==> config.mk <==
export PLATFORM = sky130hd
export DESIGN_NAME = huffman_code_builder_unit
export DESIGN_NICKNAME = d
export VERILOG_FILES = /design/src/hcb_pkg.sv /design/src/hcb_ram.sv /design/src/hcb_datapath.sv /design/src/hcb_controller.sv /design/src/huffman_code_builder_unit.sv
export SDC_FILE = /design/constraint.sdc
export NUM_CORES = 2
export LEC_CHECK = 0
export CORE_MARGIN = 2
export CORE_UTILIZATION = 58
export DETAILED_ROUTE_END_ITERATION = 8
export DONT_BUFFER_PORTS = 1
export PLACE_DENSITY = 0.76
export SLEW_MARGIN = 20
export SYNTH_ARGS = -nofsm -noshare
export SYNTH_HDL_FRONTEND = slang
export SYNTH_SLANG_ARGS = --single-unit
==> constraint.sdc <==
create_clock -name clk -period 8 [get_ports clk]
set_input_delay 1.6 -clock clk [delete_from_list [all_inputs] [get_ports clk]]
set_output_delay 1.6 -clock clk [all_outputs]
set_load 0.01 [all_outputs]
==> src/hcb_pkg.sv <==
// ============================================================================
// hcb_pkg: shared types and constants for the Huffman code builder
// Holds the list sizes, field widths, controller states and the command and
// status bundles that pass between the controller and the datapath.
// ============================================================================
`default_nettype none
package hcb_pkg;

	localparam int LEAVES = 32;
	localparam int ID_W   = 6;   // node number, 0 .. 2*LEAVES-2
	localparam int POS_W  = 5;   // position in the live list
	localparam int CNT_W  = 6;   // counts 0 .. LEAVES
	localparam int WGT_W  = 40;  // merged weights grow past 32 bits
	localparam int CODE_W = 63;
	localparam int LINK_W = ID_W + 1;  // parent number and right-child flag

	typedef enum logic [6:0] {
		ST_IDLE  = 7'b0000001,
		ST_START = 7'b0000010,
		ST_SCAN  = 7'b0000100,
		ST_WRA   = 7'b0001000,
		ST_MERGE = 7'b0010000,
		ST_CHK   = 7'b0100000,
		ST_STEP  = 7'b1000000
	} state_t;

	typedef struct packed {
		logic load;       // store the accepted weight beat
		logic scan_step;  // examine one live list entry
		logic wr_a;       // link the left child to its parent
		logic merge;      // link the right child, compact and append
		logic walk_step;  // climb one level toward the root
		logic out_load;   // put the current leaf's code in the output register
		logic leaf_next;  // move on to the next leaf
		logic block_clear;
	} cmd_t;

	typedef struct packed {
		logic live_gt1;
		logic scan_done;
		logic at_root;
		logic last_leaf;
		logic out_free;
	} status_t;

endpackage
`default_nettype wire

==> src/hcb_ram.sv <==
// ============================================================================
// hcb_ram: generic memory with one write port and one registered read port
// ============================================================================
`default_nettype none
module hcb_ram #(
	parameter int WIDTH = 8,
	parameter int DEPTH = 64
) (
	input  wire logic                     clk,
	input  wire logic                     we,
	input  wire logic [$clog2(DEPTH)-1:0] waddr,
	input  wire logic [WIDTH-1:0]         wdata,
	input  wire logic [$clog2(DEPTH)-1:0] raddr,
	output logic      [WIDTH-1:0]         rdata
);
	logic [WIDTH-1:0] mem_q [DEPTH];

	always_ff @(posedge clk) begin
		if (we) begin
			mem_q[waddr] <= wdata;
		end
		rdata <= mem_q[raddr];
	end
endmodule
`default_nettype wire

==> src/hcb_datapath.sv <==
// ============================================================================
// hcb_datapath: live list, minimum scanner, parent links and code walker
// Executes the controller's commands and reports status back.
// ============================================================================
`default_nettype none
module hcb_datapath (
	input  wire logic                      clk,
	input  wire logic                      arst_n,
	input  wire hcb_pkg::cmd_t             cmd,
	output hcb_pkg::status_t               sts,
	input  wire logic [31:0]               weight,
	input  wire logic                      last,
	output logic                           res_valid,
	input  wire logic                      res_stall,
	output logic [hcb_pkg::ID_W-1:0]       symbol,
	output logic [hcb_pkg::ID_W-1:0]       code_length,
	output logic [hcb_pkg::CODE_W-1:0]     code_bits,
	output logic                           overflow,
	output logic                           final_res
);
	import hcb_pkg::*;

	logic [WGT_W-1:0] list_w_q  [LEAVES];
	logic [ID_W-1:0]  list_id_q [LEAVES];
	logic [CNT_W-1:0] lc_q, n_q, live_q;
	logic             ovf_q;
	logic [ID_W-1:0]  next_q;
	logic [POS_W-1:0] p_q;
	logic             m1_v_q, m2_v_q;
	logic [WGT_W-1:0] m1_w_q, m2_w_q;
	logic [POS_W-1:0] m1_p_q, m2_p_q;
	logic [ID_W-1:0]  m1_id_q, m2_id_q;
	logic [ID_W-1:0]  leaf_q, node_q, k_q;
	logic [CODE_W-1:0] code_q;
	logic [ID_W-1:0]  root;
	logic [WGT_W-1:0] cur_w;
	logic [POS_W-1:0] lo, hi;
	logic             ram_we;
	logic [ID_W-1:0]  ram_waddr;
	logic [LINK_W-1:0] ram_wdata, ram_rdata;

	assign root  = ID_W'({n_q, 1'b0} - 7'd2);
	assign cur_w = list_w_q[p_q];
	assign lo    = (m1_p_q < m2_p_q) ? m1_p_q : m2_p_q;
	assign hi    = (m1_p_q < m2_p_q) ? m2_p_q : m1_p_q;

	assign sts.live_gt1  = live_q > CNT_W'(1);
	assign sts.scan_done = {1'b0, p_q} == live_q - CNT_W'(1);
	assign sts.at_root   = node_q == root;
	assign sts.last_leaf = {1'b0, leaf_q} == {1'b0, n_q} - 7'd1;
	assign sts.out_free  = !res_valid || !res_stall;

	assign ram_we    = cmd.wr_a || cmd.merge;
	assign ram_waddr = cmd.merge ? m2_id_q : m1_id_q;
	assign ram_wdata = {next_q, cmd.merge};

	hcb_ram #(.WIDTH(LINK_W), .DEPTH(64)) u_links (
		.clk(clk), .we(ram_we), .waddr(ram_waddr), .wdata(ram_wdata),
		.raddr(node_q), .rdata(ram_rdata)
	);

	// Control counters and flags.
	always_ff @(posedge clk or negedge arst_n) begin
		if (!arst_n) begin
			lc_q      <= '0;
			ovf_q     <= 1'b0;
			res_valid <= 1'b0;
		end else begin
			if (cmd.load) begin
				if (lc_q < CNT_W'(LEAVES)) begin
					lc_q <= lc_q + CNT_W'(1);
				end else begin
					ovf_q <= 1'b1;
				end
			end
			if (cmd.block_clear) begin
				lc_q  <= '0;
				ovf_q <= 1'b0;
			end
			if (cmd.out_load) begin
				res_valid <= 1'b1;
			end else if (!res_stall) begin
				res_valid <= 1'b0;
			end
		end
	end

	// Build and walk registers.
	always_ff @(posedge clk) begin
		if (cmd.load) begin
			if (lc_q < CNT_W'(LEAVES)) begin
				list_w_q[lc_q[POS_W-1:0]]  <= WGT_W'(weight);
				list_id_q[lc_q[POS_W-1:0]] <= lc_q;
			end
			if (last) begin
				n_q    <= (lc_q < CNT_W'(LEAVES)) ? lc_q + CNT_W'(1) : lc_q;
				live_q <= (lc_q < CNT_W'(LEAVES)) ? lc_q + CNT_W'(1) : lc_q;
				next_q <= (lc_q < CNT_W'(LEAVES)) ? lc_q + CNT_W'(1) : lc_q;
			end
			p_q    <= '0;
			m1_v_q <= 1'b0;
			m2_v_q <= 1'b0;
			leaf_q <= '0;
			node_q <= '0;
			k_q    <= '0;
			code_q <= '0;
		end
		if (cmd.scan_step) begin
			if (!m1_v_q || cur_w < m1_w_q) begin
				m1_v_q  <= 1'b1;
				m1_w_q  <= cur_w;
				m1_p_q  <= p_q;
				m1_id_q <= list_id_q[p_q];
				m2_v_q  <= m1_v_q;
				m2_w_q  <= m1_w_q;
				m2_p_q  <= m1_p_q;
				m2_id_q <= m1_id_q;
			end else if (!m2_v_q || cur_w < m2_w_q) begin
				m2_v_q  <= 1'b1;
				m2_w_q  <= cur_w;
				m2_p_q  <= p_q;
				m2_id_q <= list_id_q[p_q];
			end
			p_q <= p_q + POS_W'(1);
		end
		if (cmd.merge) begin
			for (int k = 0; k < LEAVES; k++) begin
				if (k >= int'(lo) && k < int'(hi) - 1 && k + 1 < LEAVES) begin
					list_w_q[k]  <= list_w_q[k+1];
					list_id_q[k] <= list_id_q[k+1];
				end else if (k >= int'(hi) - 1 && k >= int'(lo) && k + 2 < LEAVES) begin
					list_w_q[k]  <= list_w_q[k+2];
					list_id_q[k] <= list_id_q[k+2];
				end
			end
			list_w_q[POS_W'(live_q - CNT_W'(2))]  <= m1_w_q + m2_w_q;
			list_id_q[POS_W'(live_q - CNT_W'(2))] <= next_q;
			live_q <= live_q - CNT_W'(1);
			next_q <= next_q + ID_W'(1);
			p_q    <= '0;
			m1_v_q <= 1'b0;
			m2_v_q <= 1'b0;
		end
		if (cmd.walk_step) begin
			if (ram_rdata[0]) begin
				code_q <= code_q | (CODE_W'(1) << k_q);
			end
			node_q <= ram_rdata[LINK_W-1:1];
			k_q    <= k_q + ID_W'(1);
		end
		if (cmd.leaf_next) begin
			leaf_q <= leaf_q + ID_W'(1);
			node_q <= leaf_q + ID_W'(1);
			k_q    <= '0;
			code_q <= '0;
		end
		if (cmd.out_load) begin
			symbol      <= leaf_q;
			code_length <= k_q;
			code_bits   <= code_q;
			overflow    <= ovf_q;
			final_res   <= sts.last_leaf;
		end
	end

	a_lc_bound: assert property (@(posedge clk) disable iff (!arst_n)
		lc_q <= CNT_W'(LEAVES)) else $error("leaf count beyond list size");
	a_merge_shrinks: assert property (@(posedge clk) disable iff (!arst_n)
		cmd.merge |=> live_q == $past(live_q) - CNT_W'(1))
		else $error("merge did not shrink live list");
	a_out_hold: assert property (@(posedge clk) disable iff (!arst_n)
		cmd.out_load |-> sts.out_free) else $error("output overwritten");
endmodule
`default_nettype wire

==> src/hcb_controller.sv <==
// ============================================================================
// hcb_controller: sequencer for load, merge rounds and code emission
// ============================================================================
`default_nettype none
module hcb_controller (
	input  wire logic             clk,
	input  wire logic             arst_n,
	input  wire logic             valid,
	input  wire logic             last,
	output logic                  stall,
	input  wire hcb_pkg::status_t sts,
	output hcb_pkg::cmd_t         cmd
);
	import hcb_pkg::*;

	state_t state_q, state_d;

	assign stall = state_q != ST_IDLE;

	always_comb begin
		state_d = state_q;
		cmd     = '0;
		case (state_q)
			ST_IDLE: begin
				if (valid) begin
					cmd.load = 1'b1;
					if (last) state_d = ST_START;
				end
			end
			ST_START: begin
				state_d = sts.live_gt1 ? ST_SCAN : ST_CHK;
			end
			ST_SCAN: begin
				cmd.scan_step = 1'b1;
				if (sts.scan_done) state_d = ST_WRA;
			end
			ST_WRA: begin
				cmd.wr_a = 1'b1;
				state_d  = ST_MERGE;
			end
			ST_MERGE: begin
				cmd.merge = 1'b1;
				state_d   = ST_START;
			end
			ST_CHK: begin
				if (!sts.at_root) begin
					state_d = ST_STEP;
				end else if (sts.out_free) begin
					cmd.out_load = 1'b1;
					if (sts.last_leaf) begin
						cmd.block_clear = 1'b1;
						state_d = ST_IDLE;
					end else begin
						cmd.leaf_next = 1'b1;
					end
				end
			end
			ST_STEP: begin
				cmd.walk_step = 1'b1;
				state_d = ST_CHK;
			end
			default: state_d = ST_IDLE;
		endcase
	end

	always_ff @(posedge clk or negedge arst_n) begin
		if (!arst_n) state_q <= ST_IDLE;
		else state_q <= state_d;
	end

	a_load_idle: assert property (@(posedge clk) disable iff (!arst_n)
		cmd.load |-> !stall) else $error("load outside idle");
	a_onehot: assert property (@(posedge clk) disable iff (!arst_n)
		$onehot0({cmd.scan_step, cmd.wr_a, cmd.merge, cmd.walk_step}))
		else $error("conflicting commands");
	a_wra_merge: assert property (@(posedge clk) disable iff (!arst_n)
		cmd.wr_a |=> cmd.merge) else $error("left link without merge");
endmodule
`default_nettype wire

==> src/huffman_code_builder_unit.sv <==
// ============================================================================
// huffman_code_builder_unit: Huffman code construction from symbol weights
// Top level joining the controller and the datapath.
// ============================================================================
// Weights arrive one beat per cycle and are numbered in arrival order; up to
// 32 are kept and any beyond that are dropped and flag overflow on every code
// of the block. The beat marked last starts the build, and the input stalls
// until the last code of the block has been loaded into the output register.
// Each merge round enters a start state, scans the live list one entry per
// cycle, links the left child, then links the right child and compacts the
// list. Codes then come out in symbol order, one per leaf, as the walker
// climbs the parent links held in a small memory with a registered read. A
// code is root edge first, right-aligned, with left as 0 and right as 1; a
// single symbol gets a code of length zero.
`default_nettype none
module huffman_code_builder_unit (
	input  wire logic                      clk,
	input  wire logic                      arst_n,
	input  wire logic                      valid,
	output logic                           stall,
	input  wire logic [31:0]               weight,
	input  wire logic                      last,
	output logic                           res_valid,
	input  wire logic                      res_stall,
	output logic [hcb_pkg::ID_W-1:0]       symbol,
	output logic [hcb_pkg::ID_W-1:0]       code_length,
	output logic [hcb_pkg::CODE_W-1:0]     code_bits,
	output logic                           overflow,
	output logic                           final_res
);
	import hcb_pkg::*;

	cmd_t    cmd;
	status_t sts;

	// The controller sequences loading, merge rounds and the code walk.
	hcb_controller u_ctrl (
		.clk(clk), .arst_n(arst_n), .valid(valid), .last(last),
		.stall(stall), .sts(sts), .cmd(cmd)
	);

	// The datapath holds the live list, parent links and output register.
	hcb_datapath u_dp (
		.clk(clk), .arst_n(arst_n), .cmd(cmd), .sts(sts),
		.weight(weight), .last(last),
		.res_valid(res_valid), .res_stall(res_stall),
		.symbol(symbol), .code_length(code_length), .code_bits(code_bits),
		.overflow(overflow), .final_res(final_res)
	);
endmodule
`default_nettype wire
==> out/metrics.cfg <==
[cells_and_area]
syn2layout_area_growth_pct = 8.96
mostFrequentLayoutCells = edfxtp_1 (2129), nand2_1 (1723), nor2_1 (1451), a31oi_1 (767), mux4_2 (606)
drive_gt1_share_pct = 15.3
final_common_cell = edfxtp_1
fin_area_mm2 = 0.131
nets = 10101

[timing]
min_period_ns = 6.53
fin_skew_ns = 0.0931
maxSlewViolCount = 0
worst_pin_slew_ns = 1.18
rsz0062_at_grt = no
fin_tns_setup_ns = 0
hold_viol = 0
fmax_ghz = 0.153
final-setup-viol-count = 0
fin_crit_sh_pct = 81.6
max_slew_margin_pct = 20.8

[logic_synthesis]
synth_top_area_cell = edfxtp_1
synth_top_area_share_pct = 53.2
synth_compound_gate_area_share_pct = 9.97
synth.area.top_cells = edfxtp_1 (53%), mux4_2 (11%), nand2_1 (5.4%)
syn_area_mm2 = 0.120
yosysUniqueCellTypes = 95
synth_top_family_by_area = multiplexers
ys_async_sr_fraction_pct = 0.672
synth_xor_xnor_area_share_pct = 0.539
synth_area_per_cell_um2 = 11.6
synth_cells = 10318
synth_seq_cells = 2232
syn-num-nets = 10499
synth_simple_gate_area_share_pct = 11.8
yosysSeqAreaShare_pct = 55.0
synthMuxAreaShare_pct = 17.8
synth-edff-count = 2129
synth-main-ff-cell = edfxtp_1
synthAdderAreaFrac_pct = 1.51
synth_warnings = 0

[cts]
cts_buffer_depth = 3
h-tree-depth = 4
cts_hold_buf = 0
cts.clk_slew.worst_paths_ns = 0.07
ctsResizeCount = 0
cts_inserted_buffers = 224
cts_root_buffer = clkbuf_16
post-cts-setup-buffers = 0
cts.sinks = 2232
clock_latency_ns = 0.90
cts_tree = yes

[grt]
grt_pass1_vias = 84494
grt_overflow = 0
grt_max_degree = 117
grt_pass1_wl_mm = 540
grt_use_total_pct = 33.6
antenna_found_initial = 25

[placement]
port_buffers = 0
hpwlAfterDp_mm = 245
place.gp.congestion = 0.917
dpl_cell_area_mm2 = 0.124

[routing]
wl_met3_mm = 51.3
wirelength_mm = 360
wl_met2_mm = 161
firstDrtPassIters = 9
drtIter0Drc = 13967
post-route-drc-count = 0
routed.top_layer = met5
num_vias = 88599
routed_via_density = 6.91
drt-wirelength-per-cell_um = 28.1
detail-route-antenna-nets = 0
wirelength_met1_mm = 134

[worst_setup_path]
required_ns = 8.73
critPathKind = flip-flop to flip-flop
setup.worst_path.end_class = flip-flop
arrival_ns = 7.26
r2r_slack_ns = 1.47
cp_max_fo = 30
critPathLaunchType = flip-flop

[power]
power.density_mw_per_mm2 = 252
power_leakage_nw = 43.5
total_power_mw = 33.0
ir_worst_vdd_v = 0.000238

[floorplan]
pin_count = 116
start_util_pct = 58.2
die-area_mm2 = 0.211
die-width_um = 459
die_h_um = 459
coreArea_mm2 = 0.206
core.rowCount = 167

[outcome]
outcome = completed

[run]
drv_cap = 0

[hold_path]
hold_path.class = input port to asynchronous set/reset pin

-- through the flow --
stage | instances | worst slack (ns) | hold WS [ns] | util [%]
3_3_place_gp | 12396 | 1.73 | 0.412 | 59.8
4_1_cts | 12816 | 1.55 | 0.343 | 63.4
3_5_place_dp | 12397 | 1.60 | 0.416 | 59.9
6_report | 12826 | 1.47 | 0.397 | 63.4
5_1_grt | 12819 | 0.920 | 0.369 | 63.4
2_1_floorplan | 10318 | 0.0936 | 0.406 | -
-- critical path, stage by stage (launching register included) --
cell and delay [ns]:
edfxtp_1 0.74, inv_1 0.30, ha_1 0.38, nand2_1 0.07, o21a_1 0.21, o21ai_4 0.57, nand2_1 0.11, o21ai_0 0.13
inv_1 0.12, ha_1 0.31, inv_1 0.22, a2111oi_0 0.09, a31oi_1 0.37, a21o_1 0.83, and2_1 0.75, or2_2 0.71
nand2_1 0.16, a31oi_1 0.22
-- area by class of cell --
type / count / area [um^2]
Timing Repair Buffer: 278 / 2540
Multi-Input combinational cell: 7060 / 51100
Clock inverter: 150 / 1440
Inverter: 124 / 470
Clock buffer: 269 / 5800
Tap cell: 2704 / 3380
Antenna cell: 9 / 22.5
Sequential cell: 2232 / 66100
Fill cell: 14874 / 75600
-- logic make-up after synthesis --
logic type / count (synthesis)
XOR/XNOR: 73
AO/OA/AOI/OAI: 1964
buffers and inverters: 1026
AND/OR/NAND/NOR: 3542
multiplexers: 1337
adder cells (fa/ha/maj): 144
flip-flops: 2232
-- power by group --
part           switching (mW)  internal (mW)
registers               0.544           13.7
logic                    5.12           3.18
clock network            4.71           5.82
-- worst paths after layout --
kind | from | endpoint | cells past startpoint
max | u_dp.m2_p_q[2] | u_dp.list_w_q[26][17] | 17
min | arst_n | u_dp.res_valid | 0
max reg2reg | u_dp.m2_p_q[2] | u_dp.list_w_q[26][17] | 17
min reg2reg | u_dp.code_q[48] | u_dp.code_bits[48] | 0
max in group asynchronous | arst_n | u_ctrl.state_q[0] | 0
min in group clk | u_dp.code_q[48] | u_dp.code_bits[48] | 0
-- per-layer routing --
| layer | track usage [%] | vias to the layer above |
|---|---|---|
| met5 | 0 | - |
| met4 | 12.1 | 22 |
| met3 | 10.0 | 866 |
| met2 | 50.4 | 6374 |
| met1 | 46.7 | 43474 |
| li1 | - | 37863 |
-- flip-flops by register name (all words and copies together), names as in the netlist, 7 cells and up, named ones only --
name,count
u_dp.code_bits,63
u_dp.u_links.mem_q,448
u_dp.m1_w_q,40
u_dp.u_links.rdata,7
u_ctrl.state_q,7
u_dp.code_q,63
u_dp.m2_w_q,40
u_dp.list_w_q,1280
u_dp.list_id_q,192
-- synth_stat cells, types with 27 or more instances --
library cell and number:
xnor2_1 43, mux2i_1 585, or2_2 28, mux2_2 98
a22oi_1 47, o22ai_1 117, nand4_1 28, inv_1 123
buf_1 91, dfxtp_1 88, a21oi_1 537, a21o_1 40
mux2_4 48, buf_2 118, o21ai_0 200, ha_1 143
nand3_1 71, a211oi_1 27, o21bai_1 29, o221ai_1 53
nand2_1 1725, xor2_1 29, mux4_2 606, clkbuf_1 663
edfxtp_1 2129, nor3_1 55, and2_1 29, nor2_1 1460
a31oi_1 769
No activity file was read; power rests on OpenSTA's default activity.
